==> src/design/srp_pkg.sv <==
// Shared types, constants and functions for the Serpent-128 block cipher core.
`timescale 1ns / 1ps
package srp_pkg;

    localparam int NumSubkeys = 33;

    typedef enum logic [1:0] {
        CMD_LOAD    = 2'd0,
        CMD_ENCRYPT = 2'd1,
        CMD_DECRYPT = 2'd2,
        CMD_NONE    = 2'd3
    } cmd_t;

    // Controller to datapath.
    typedef struct packed {
        logic             start;      // load working block from input, apply IP
        logic             round;      // run one round on the working block
        logic             decrypt;    // direction of the round
        logic [4:0]       rnd;        // round number
        logic             last;       // round 31: key XOR with subkey 32
        logic             final_perm; // apply FP to the working block
        logic [4:0]       key_rnd;    // subkey to fetch for the next cycle
    } dp_cmd_t;

    typedef logic [3:0] nib_t;

    // Forward S-box rows, packed with entry 0 in the low nibble.
    function automatic nib_t sbox_fwd(input logic [2:0] box, input nib_t x);
        nib_t r;
        begin
            unique case (box)
                3'd0: r = nib_t'(64'hC90724DEB56A1F83 >> (x * 4));
                3'd1: r = nib_t'(64'h43D68EB1A50972CF >> (x * 4));
                3'd2: r = nib_t'(64'h25B04E1DFAC39768 >> (x * 4));
                3'd3: r = nib_t'(64'hE57A421D369C8BF0 >> (x * 4));
                3'd4: r = nib_t'(64'hD7E9A4526B0C38F1 >> (x * 4));
                3'd5: r = nib_t'(64'h176D8E30C9A4B25F >> (x * 4));
                3'd6: r = nib_t'(64'h0A3DF19EB6485C27 >> (x * 4));
                default: r = nib_t'(64'h6539AC47B28E0FD1 >> (x * 4));
            endcase
            sbox_fwd = r;
        end
    endfunction

    function automatic nib_t sbox_inv(input logic [2:0] box, input nib_t x);
        nib_t r;
        begin
            r = 4'd0;
            for (int v = 0; v < 16; v++) begin
                if (sbox_fwd(box, nib_t'(v)) == x) begin
                    r = nib_t'(v);
                end
            end
            sbox_inv = r;
        end
    endfunction

    // Out bit i takes in bit (mult*i mod 127); bit 127 kept.
    function automatic logic [127:0] permute(input logic [127:0] x, input int mult);
        logic [127:0] t;
        begin
            for (int i = 0; i < 127; i++) begin
                t[i] = x[(mult * i) % 127];
            end
            t[127] = x[127];
            permute = t;
        end
    endfunction

    function automatic logic [31:0] rotl(input logic [31:0] v, input int n);
        rotl = (v << n) | (v >> (32 - n));
    endfunction

    function automatic logic [127:0] lin_fwd(input logic [127:0] w);
        logic [127:0] p;
        logic [31:0]  x0, x1, x2, x3;
        begin
            p  = permute(w, 4);
            x0 = p[31:0];
            x1 = p[63:32];
            x2 = p[95:64];
            x3 = p[127:96];
            x0 = rotl(x0, 13);
            x2 = rotl(x2, 3);
            x1 = x1 ^ x0 ^ x2;
            x3 = x3 ^ x2 ^ (x0 << 3);
            x1 = rotl(x1, 1);
            x3 = rotl(x3, 7);
            x0 = x0 ^ x1 ^ x3;
            x2 = x2 ^ x3 ^ (x1 << 7);
            x0 = rotl(x0, 5);
            x2 = rotl(x2, 22);
            lin_fwd = permute({x3, x2, x1, x0}, 32);
        end
    endfunction

    function automatic logic [127:0] lin_inv(input logic [127:0] w);
        logic [127:0] p;
        logic [31:0]  x0, x1, x2, x3;
        begin
            p  = permute(w, 4);
            x0 = p[31:0];
            x1 = p[63:32];
            x2 = p[95:64];
            x3 = p[127:96];
            x2 = rotl(x2, 10);
            x0 = rotl(x0, 27);
            x2 = x2 ^ x3 ^ (x1 << 7);
            x0 = x0 ^ x1 ^ x3;
            x3 = rotl(x3, 25);
            x1 = rotl(x1, 31);
            x3 = x3 ^ x2 ^ (x0 << 3);
            x1 = x1 ^ x0 ^ x2;
            x2 = rotl(x2, 29);
            x0 = rotl(x0, 19);
            lin_inv = permute({x3, x2, x1, x0}, 32);
        end
    endfunction

    function automatic logic [127:0] subst(input logic [127:0] w, input logic [2:0] box,
                                           input logic inv);
        logic [127:0] r;
        begin
            for (int n = 0; n < 32; n++) begin
                r[n*4 +: 4] = inv ? sbox_inv(box, w[n*4 +: 4]) : sbox_fwd(box, w[n*4 +: 4]);
            end
            subst = r;
        end
    endfunction

endpackage

==> src/design/srp_ctrl.sv <==
// Round sequencer for the Serpent-128 core.
`timescale 1ns / 1ps
module srp_ctrl (
    input  logic                   clk,
    input  logic                   rst_n,
    input  logic                   in_valid,
    output logic                   in_ready,
    input  logic [1:0]             cmd,
    output logic                   out_valid,
    input  logic                   out_ready,
    output srp_pkg::dp_cmd_t       dp_cmd,
    output logic                   key_we
);

    typedef enum logic [2:0] {
        ST_IDLE = 3'b001,
        ST_RUN  = 3'b010,
        ST_OUT  = 3'b100
    } state_t;

    state_t     state_reg, state_next;
    logic [4:0] rnd_reg, rnd_next;
    logic       dec_reg, dec_next;
    logic       accept;

    assign in_ready  = (state_reg == ST_IDLE);
    assign out_valid = (state_reg == ST_OUT);
    assign accept    = in_valid && in_ready;
    assign key_we    = accept && (srp_pkg::cmd_t'(cmd) == srp_pkg::CMD_LOAD);

    always_comb
    begin
        state_next        = state_reg;
        rnd_next          = rnd_reg;
        dec_next          = dec_reg;
        dp_cmd            = '0;
        dp_cmd.decrypt    = dec_reg;
        dp_cmd.rnd        = rnd_reg;
        dp_cmd.last       = dec_reg ? (rnd_reg == 5'd31) : (rnd_reg == 5'd31);
        unique case (state_reg)
            ST_IDLE:
            begin
                if (accept && (srp_pkg::cmd_t'(cmd) == srp_pkg::CMD_ENCRYPT ||
                               srp_pkg::cmd_t'(cmd) == srp_pkg::CMD_DECRYPT))
                begin
                    dp_cmd.start = 1'b1;
                    dec_next     = (srp_pkg::cmd_t'(cmd) == srp_pkg::CMD_DECRYPT);
                    rnd_next     = dec_next ? 5'd31 : 5'd0;
                    state_next   = ST_RUN;
                end
            end
            ST_RUN:
            begin
                dp_cmd.round = 1'b1;
                if ((dec_reg && rnd_reg == 5'd0) || (!dec_reg && rnd_reg == 5'd31))
                begin
                    dp_cmd.final_perm = 1'b1;
                    state_next        = ST_OUT;
                end
                else
                begin
                    rnd_next = dec_reg ? rnd_reg - 5'd1 : rnd_reg + 5'd1;
                end
            end
            ST_OUT:
            begin
                if (out_ready)
                begin
                    state_next = ST_IDLE;
                end
            end
            default:
            begin
                state_next = ST_IDLE;
            end
        endcase
        // Fetch the subkey of the round that runs in the next cycle.
        dp_cmd.key_rnd = rnd_next;
    end

    always_ff @(posedge clk or negedge rst_n)
    begin
        if (!rst_n)
        begin
            state_reg <= ST_IDLE;
            rnd_reg   <= '0;
            dec_reg   <= 1'b0;
        end
        else
        begin
            state_reg <= state_next;
            rnd_reg   <= rnd_next;
            dec_reg   <= dec_next;
        end
    end

endmodule

==> config.mk <==
export PLATFORM = sky130hd
export DESIGN_NAME = srp_ctrl
export DESIGN_NICKNAME = d
export VERILOG_FILES = /design/src/design/srp_pkg.sv /design/src/design/srp_ctrl.sv
export SDC_FILE = /design/constraint.sdc
export NUM_CORES = 1
export LEC_CHECK = 0
export BUFFER_PORTS_ARGS = -buffer_cell sky130_fd_sc_hd__buf_2
export CAP_MARGIN = 40
export CORE_MARGIN = 1.5
export CORE_UTILIZATION = 50
export CTS_CLUSTER_DIAMETER = 120
export CTS_CLUSTER_SIZE = 30
export DETAILED_ROUTE_END_ITERATION = 8
export PLACE_DENSITY = 0.86
export SLEW_MARGIN = 0
export SYNTH_ARGS = -nofsm -noshare
export SYNTH_HDL_FRONTEND = slang
export SYNTH_SLANG_ARGS = --single-unit
==> constraint.sdc <==
create_clock -name clk -period 2.68 [get_ports clk]
set_input_delay 0.268 -clock clk [delete_from_list [all_inputs] [get_ports clk]]
set_output_delay 0.268 -clock clk [all_outputs]
set_load 0.03 [all_outputs]
-- After elaboration in Yosys (flattened, before gate mapping)
Index checks and enable logic that the tools add are counted.
- bits of input ports: 6
- logic and storage cells: 40
- memories kept: 0
- ROM bits: 0
- register bits after elaboration: 9
- output and inout bits: 18
- bits in writable memories: 0
- latch bits: 0
- eq/ne operators: 9
- add/subtract/negate cells: 2
- $mul: 0
- mux-type cells: 14
- shift-type cells: 0
- reductions and logical operators: 12
- divide/modulo/power cells: 0
- $lt $le $gt $ge: 0
- bitwise operators: 0
- operator list (cell ; number):
    5-bit 2-to-1 mux ; 4
    5-bit case mux with 2 select lines ; 1
    3-bit 2-to-1 mux ; 3
    3-bit case mux with 3 select lines ; 1
    5-bit by 1-bit adder with 5-bit output, second input constant ; 1
    5-bit == test, second input constant ; 1
    1-bit logical AND ; 5
    5-bit zero test ; 1
    1-bit 2-to-1 mux ; 5
    5-bit by 1-bit subtractor with 5-bit output, second input constant ; 1
    2-bit by 1-bit inequality test with 1-bit output, second input constant ; 2
    3-bit by 1-bit == test with 1-bit output, second input constant ; 1
    3-bit by 2-bit == test with 1-bit output, second input constant ; 1
    3-bit == test, second input constant ; 1
    3-bit AND reduction ; 1
    2-bit by 1-bit == test with 1-bit output, second input constant ; 1
    2-bit == test, second input constant ; 1
    2-bit zero test ; 1
    1-bit logical OR ; 2
    2-bit inequality test, second input constant ; 1
    2-bit AND reduction ; 1
    1-bit zero test ; 1

-- Depth between registers and ports, before layout
Gate-level depths: netlist of the first run.
- word-level depth: 5
- depth in mapped cells: 6
- gate-level depth less buffers: 6

-- Worst setup path after synthesis of the first run
No wires, ideal clock.
- path kind: register -> output
- start: reg state_reg[0]
- end: out dp_cmd[2] in the netlist's numbering
- stages on the path, launching flop included: 6
- required time: 2.412 ns
- data arrival time: 2.123 ns
- slack: 0.289 ns
- path buffers: 0
- cell sequence: dfstp_2 -> nor3b_2 -> nand3_1 -> inv_1 -> nor2_4 -> a221o_1
- RTL lines (element ; RTL line ; RTL):
    from (decl) ; srp_ctrl.sv:21 ; state_t state_reg, state_next;
    from (signal assigned) ; srp_ctrl.sv:91 ; state_reg <= state_next;
    to (decl) ; srp_ctrl.sv:11 ; output srp_pkg::dp_cmd_t dp_cmd,

==> impl_metrics.yaml, run 1 <==
floorplan:
  row_count: 12
  initial_utilization_pct: 56.6
  fp.dieW_um: 39.4
  die_height_um: 39.4
  die-area_sq_um: 1550
  ios: 24
  core_sq_um: 1170
yosys:
  syn_nets: 78
  synth_xor_area_share_pct: 2.64
  synth_commonest_cells: "dfrtp_1 (8), inv_1 (6), ha_1 (5)"
  yosys_warnings: 0
  synth_most_common_cell: "dfrtp_1"
  synth_compound_gate_area_share_pct: 20.6
  synth_top_family_by_area: "simple AND/OR/NAND/NOR gates"
  synthArstFlopShare_pct: 100
  ys_ff_latch: 9
  synth.distinct_cells: 33
  synth-edff-count: 0
  synth-simple-area-share_pct: 23.4
  synth.area.mux_share_pct: 0
  synth_fa_ha_area_share_pct: 12.5
  avgSynthCellArea_sq_um: 10.0
  synth.area.top_cells: "dfrtp_1 (30%), ha_1 (9.4%), a221o_1 (4.5%)"
  synth_area_sq_um: 663
  yosys.area.top_type_share_pct: 30.2
  ys_seq_area_share_pct: 34.2
  synth_top_cell_by_area: "dfrtp_1"
  synth_cells: 66
  synth_ff_type: "dfrtp_1"
routing:
  num_vias: 599
  drtAntennaViolNets: 0
  drcViolationCount: 0
  totalWireLength_um: 1440
  drtIter0Drc: 30
  wl_per_cell_um: 13.7
  viasPerCell: 5.70
  first_pass_iters: 4
timing:
  slew_headroom_pct: 74.5
  slew_viol_final: 0
  period_share_pct: 90.7
  fmax_ghz: 0.411
  finalSetupViolCount: 0
  rsz0062_at_grt: "no"
  finClkSkew_ns: 0.00542
  finalSetupTns_ns: 0
  hold_viol: 0
  min_period_ns: 2.43
  worst_pin_slew_ns: 0.383
power_and_ir_drop:
  p_total_mw: 0.934
  p_leak_nw: 0.464
  power_density_nw_per_um2: 1150
  peakVddDrop_uv: 810
clock_tree:
  numCtsBuffers: 3
  clkSlewWorstSetupHoldPaths_ns: 0.07
  clock_sinks: 9
  cts_tree: "built"
  h-tree-depth: 1
  clockBufferDepth: 2
  clock_latency_ns: 0.26
  cts_hold_buf: 1
  post-cts-setup-buffers: 0
  cts_root_buf: "clkbuf_4"
  cts.repair.resized: 0
outcome:
  run_status: "complete, no violations"
critical_path:
  critPathKind: "reg2out"
  critPathLaunchType: "flip-flop"
  endpoint_kind: "output port"
  crit_slowest_cell: "or4_4"
  crit_chain: "or4_4 > o221a_4 > a221o_1 > buf_2"
  cp.required_ns: 2.41
  crit_path_max_fanout: 7
  arrival_ns: 2.16
  cpPeakStageDelay_ns: 0.58
finish:
  fillers: 103
  drive_gt1_share_pct: 38.5
  multi_input_area_sq_um: 392
  largest_register_ffs: 5
  diodes: 0
  area_growth_syn_to_layout_pct: 22.6
  register_area_sq_um: 226
  layout.nets: 104
place:
  routabilityCongestion: 0.874
  hpwl_um: 1110
  io_buffers: 23
grt:
  grt_pass1_wl_um: 2180
  grt_pass1_vias: 497
  grt_use_total_pct: 21.8
  grt_max_degree: 13
  grt_antenna_before_repair: 0
  gr-total-overflow: 0
run:
  maxCapViolCount: 0
worst_hold_path:
  hp-class: "in2reg"
==> routing by layer <==
layer,track usage (%),up-vias,wire length [um]
met2,33.2,19,664
met4,10.3,0,10
li1,-,295,-
met5,0,-,0
met3,5.11,2,65
met1,28.5,283,700
==> through the flow <==
stage	hold slack [ns]	instance area, sq um	utilization, %	instances	setup slack [ns]
2_1_floorplan	-0.0276	663	-	66	0.289
3_3_place_gp	0.128	777	66.3	100	0.552
3_5_place_dp	0.131	777	66.3	100	0.539
4_1_cts	0.274	813	69.4	105	0.241
5_1_grt	0.303	813	69.4	105	0.146
6_report	0.280	813	69.4	105	0.249
==> final cells by class <==
type	count	area share, %
Clock buffer	4	3.23
Inverter	7	3.23
Multi-Input combinational cell	47	48.2
Sequential cell	9	27.8
Tap cell	14	2.15
Timing Repair Buffer	24	15.4
==> critical path, delay by kind of cell (launching register included) <==
family,cells,cell delay [ns]
simple gates,1,0.58
flops,1,0.46
buf+inv,1,0.19
compound gates,2,0.68
==> cells by family after synthesis <==
| group | after synthesis |
|---|---|
| simple gates | 22 |
| compound gates | 17 |
| buf+inv | 10 |
| flops | 9 |
| fa+ha+maj | 6 |
| xor+xnor | 2 |
==> worst paths after layout <==
kind / start / to / slack (ns) / cells after the start
max: rnd_reg[1]$_DFF_PN0_ / dp_cmd[2] / 0.25 / 4
min: out_ready / state_reg[2]$_DFFE_PN0P_ / 0.28 / 3
max reg2reg: rnd_reg[1]$_DFF_PN0_ / rnd_reg[2]$_DFF_PN0_ / 0.84 / 3
min reg2reg: state_reg[0]$_DFFE_PN1P_ / state_reg[0]$_DFFE_PN1P_ / 0.56 / 1
max in group asynchronous: rst_n / state_reg[0]$_DFFE_PN1P_ / 2.05 / 2
min in group asynchronous: rst_n / rnd_reg[1]$_DFF_PN0_ / 0.38 / 2
==> placed cells by master, fill, tap and decap left out, types with 2 or more instances in the layout <==
cell type,Yosys,final
nor3_1,3,3
a21o_1,2,2
nand4_1,2,2
a211o_1,2,2
a221o_1,3,3
ha_1,5,5
buf_2,0,23
and2_1,2,2
clkbuf_4,0,3
dfrtp_1,8,8
a21oi_1,4,4
inv_1,6,6
nand2b_1,2,2
and4_2,2,2
nand3_1,4,4
==> power by group <==
part           leakage [nW]  switching, mW  total, mW  internal (mW)
registers             0.115         0.0894      0.273          0.184
logic                 0.334          0.349      0.554          0.205
clock network        0.0150         0.0495      0.107         0.0574
total                 0.464          0.488      0.934          0.446
Power figures use the tool's default switching activity.
==> inputs of run 2 (changes only) <==
--- a/config.mk
+++ b/config.mk
@@ -12,7 +12,7 @@
 export CTS_CLUSTER_DIAMETER = 120
 export CTS_CLUSTER_SIZE = 30
 export DETAILED_ROUTE_END_ITERATION = 8
-export PLACE_DENSITY = 0.86
+export PLACE_DENSITY = 0.79
 export SLEW_MARGIN = 0
 export SYNTH_ARGS = -nofsm -noshare
 export SYNTH_HDL_FRONTEND = slang
==> run 2 against run 1 <==
Effect of this change:
- design area grew 0.15%
- clock skew shrank 0.0045 ns
- worst setup slack lost 0.049 ns
- highest routed layer unchanged
- via count grew 2.5%
- sequential share of layout area is essentially flat
- global-route usage grew 6.2 points
- register-to-register slack lost 0.02 ns
- routed wire length grew 16%
- power grew 0.32%
==> impl_metrics.yaml, run 2 (synthesized netlist as in run 1, its figures left out) <==
place:
  io_buffers: 23
  dp.cells: 100
  routabilityCongestion: 0.866
  hpwl_um: 1240
critical_path:
  arrival_ns: 2.21
  crit_slowest_cell: "dfrtp_1"
  cpPeakStageDelay_ns: 0.59
  crit_chain: "ha_1 > a21oi_1 > and4_2 > o21ai_0 > nand3_1 > buf_2"
  critPathLaunchType: "flip-flop"
  critPathKind: "reg2out"
  crit_path_max_fanout: 12
  cp.required_ns: 2.41
  endpoint_kind: "output port"
worst_hold_path:
  hp-class: "in2reg"
timing:
  rsz0062_at_grt: "no"
  hold_viol: 0
  fmax_ghz: 0.403
  finalSetupTns_ns: 0
  worst_pin_slew_ns: 0.409
  slew_viol_final: 0
  period_share_pct: 92.5
  finClkSkew_ns: 0.000894
  slew_headroom_pct: 72.7
  min_period_ns: 2.48
  finalSetupViolCount: 0
clock_tree:
  clockBufferDepth: 2
  cts_root_buf: "clkbuf_4"
  numCtsBuffers: 3
  cts_tree: "built"
  h-tree-depth: 1
  clock_latency_ns: 0.27
  clock_sinks: 9
  clkSlewWorstSetupHoldPaths_ns: 0.06
grt:
  grt_pass1_wl_um: 2730
  gr-total-overflow: 0
  use_met1_pct: 32.4
  grtUsageMet2_pct: 46.3
  grt_max_degree: 13
  grt_antenna_before_repair: 0
  busiest_layer: "met2"
  grt_pass1_vias: 607
  grt_use_total_pct: 28.0
  grt_util_met3_pct: 10.2
routing:
  totalWireLength_um: 1670
  num_vias: 614
  viasPerCell: 5.85
  drtAntennaViolNets: 0
  drcViolationCount: 0
  drtIter0Drc: 2
  first_pass_iters: 2
  wl_per_cell_um: 15.9
floorplan:
  row_count: 12
  core_sq_um: 1170
  die_height_um: 39.4
  initial_utilization_pct: 56.6
  fp.dieW_um: 39.4
  ios: 24
  die-area_sq_um: 1550
finish:
  final_util_pct: 69.6
  layout.nets: 104
  area_growth_syn_to_layout_pct: 22.8
  diodes: 0
  fillers: 99
  drive_gt1_share_pct: 39.6
  stdcell_count: 105
  largest_register_ffs: 5
  final_cell_mix: "buf_2 (23), dfrtp_1 (8), inv_1 (6)"
  layout_commonest_cell: "buf_2"
power_and_ir_drop:
  power_density_nw_per_um2: 1150
  p_leak_nw: 0.467
  peakVddDrop_uv: 753
run:
  maxCapViolCount: 0
outcome:
  run_status: "complete, no violations"
## run 2: final cells by class
| cell class | count | area (sq um) | area share, % |
|---|---|---|---|
| inverter | 7 | 26.3 | 3.23 |
| clock inverter | 1 | 5.00 | 0.614 |
| multi-input combinational | 47 | 392 | 48.1 |
| sequential | 9 | 226 | 27.8 |
| tap | 14 | 17.5 | 2.15 |
| timing repair buffer | 24 | 125 | 15.4 |
| clock buffer | 3 | 22.5 | 2.76 |
## run 2: final timing paths
path	from	endpoint	slack [ns]	cells after the start
max in group asynchronous	rst_n	state_reg[0]$_DFFE_PN1P_	2.06	2
min	out_ready	state_reg[2]$_DFFE_PN0P_	0.28	3
max	dec_reg$_DFFE_PN0P_	dp_cmd[4]	0.20	6
min reg2reg	state_reg[0]$_DFFE_PN1P_	state_reg[0]$_DFFE_PN1P_	0.56	1
min in group asynchronous	rst_n	state_reg[2]$_DFFE_PN0P_	0.37	2
max reg2reg	rnd_reg[0]$_DFF_PN0_	rnd_reg[1]$_DFF_PN0_	0.82	3
## run 2: report_power, final
group / internal (mW) / switching (mW)
clock network: 0.0553 / 0.0530
logic: 0.203 / 0.351
registers: 0.184 / 0.0915
## run 2: per-layer routing
| metal | share of wire, % | vias up | wire length, um |
|---|---|---|---|
| met5 | 0 | - | 0 |
| met4 | 1.2 | 0 | 20 |
| met3 | 4.7 | 5 | 79 |
| met2 | 52 | 14 | 867 |
| met1 | 42 | 300 | 704 |
| li1 | - | 295 | - |
## run 2: stage by stage
stage | instance area (sq um) | hold WS (ns) | power, mW | setup slack, ns
finish | 815 | 0.278 | 0.937 | 0.200
floorplan | 663 | -0.0276 | 0.678 | 0.289
global placement | 777 | 0.131 | 0.804 | 0.548
detailed placement | 777 | 0.128 | 0.825 | 0.526
global route | 815 | 0.302 | 1.01 | 0.0295
CTS | 815 | 0.280 | 0.942 | 0.197
## run 2: worst max-delay path, delay by kind of cell (launching register included)
kind	cells	cell delay [ns]
DFF	1	0.59
AOI/OAI and AO/OA	2	0.42
and+or+nand+nor	2	0.38
adders and majority gates	1	0.35
buffers and inverters	1	0.20
## run 2: timing repair
action / 4_1_cts / 5_1_grt
hold buffers: 1 / 0
endpoints found under the hold margin: 8 / 0
setup buffers: 0 / 0
resized for setup: 0 / 0
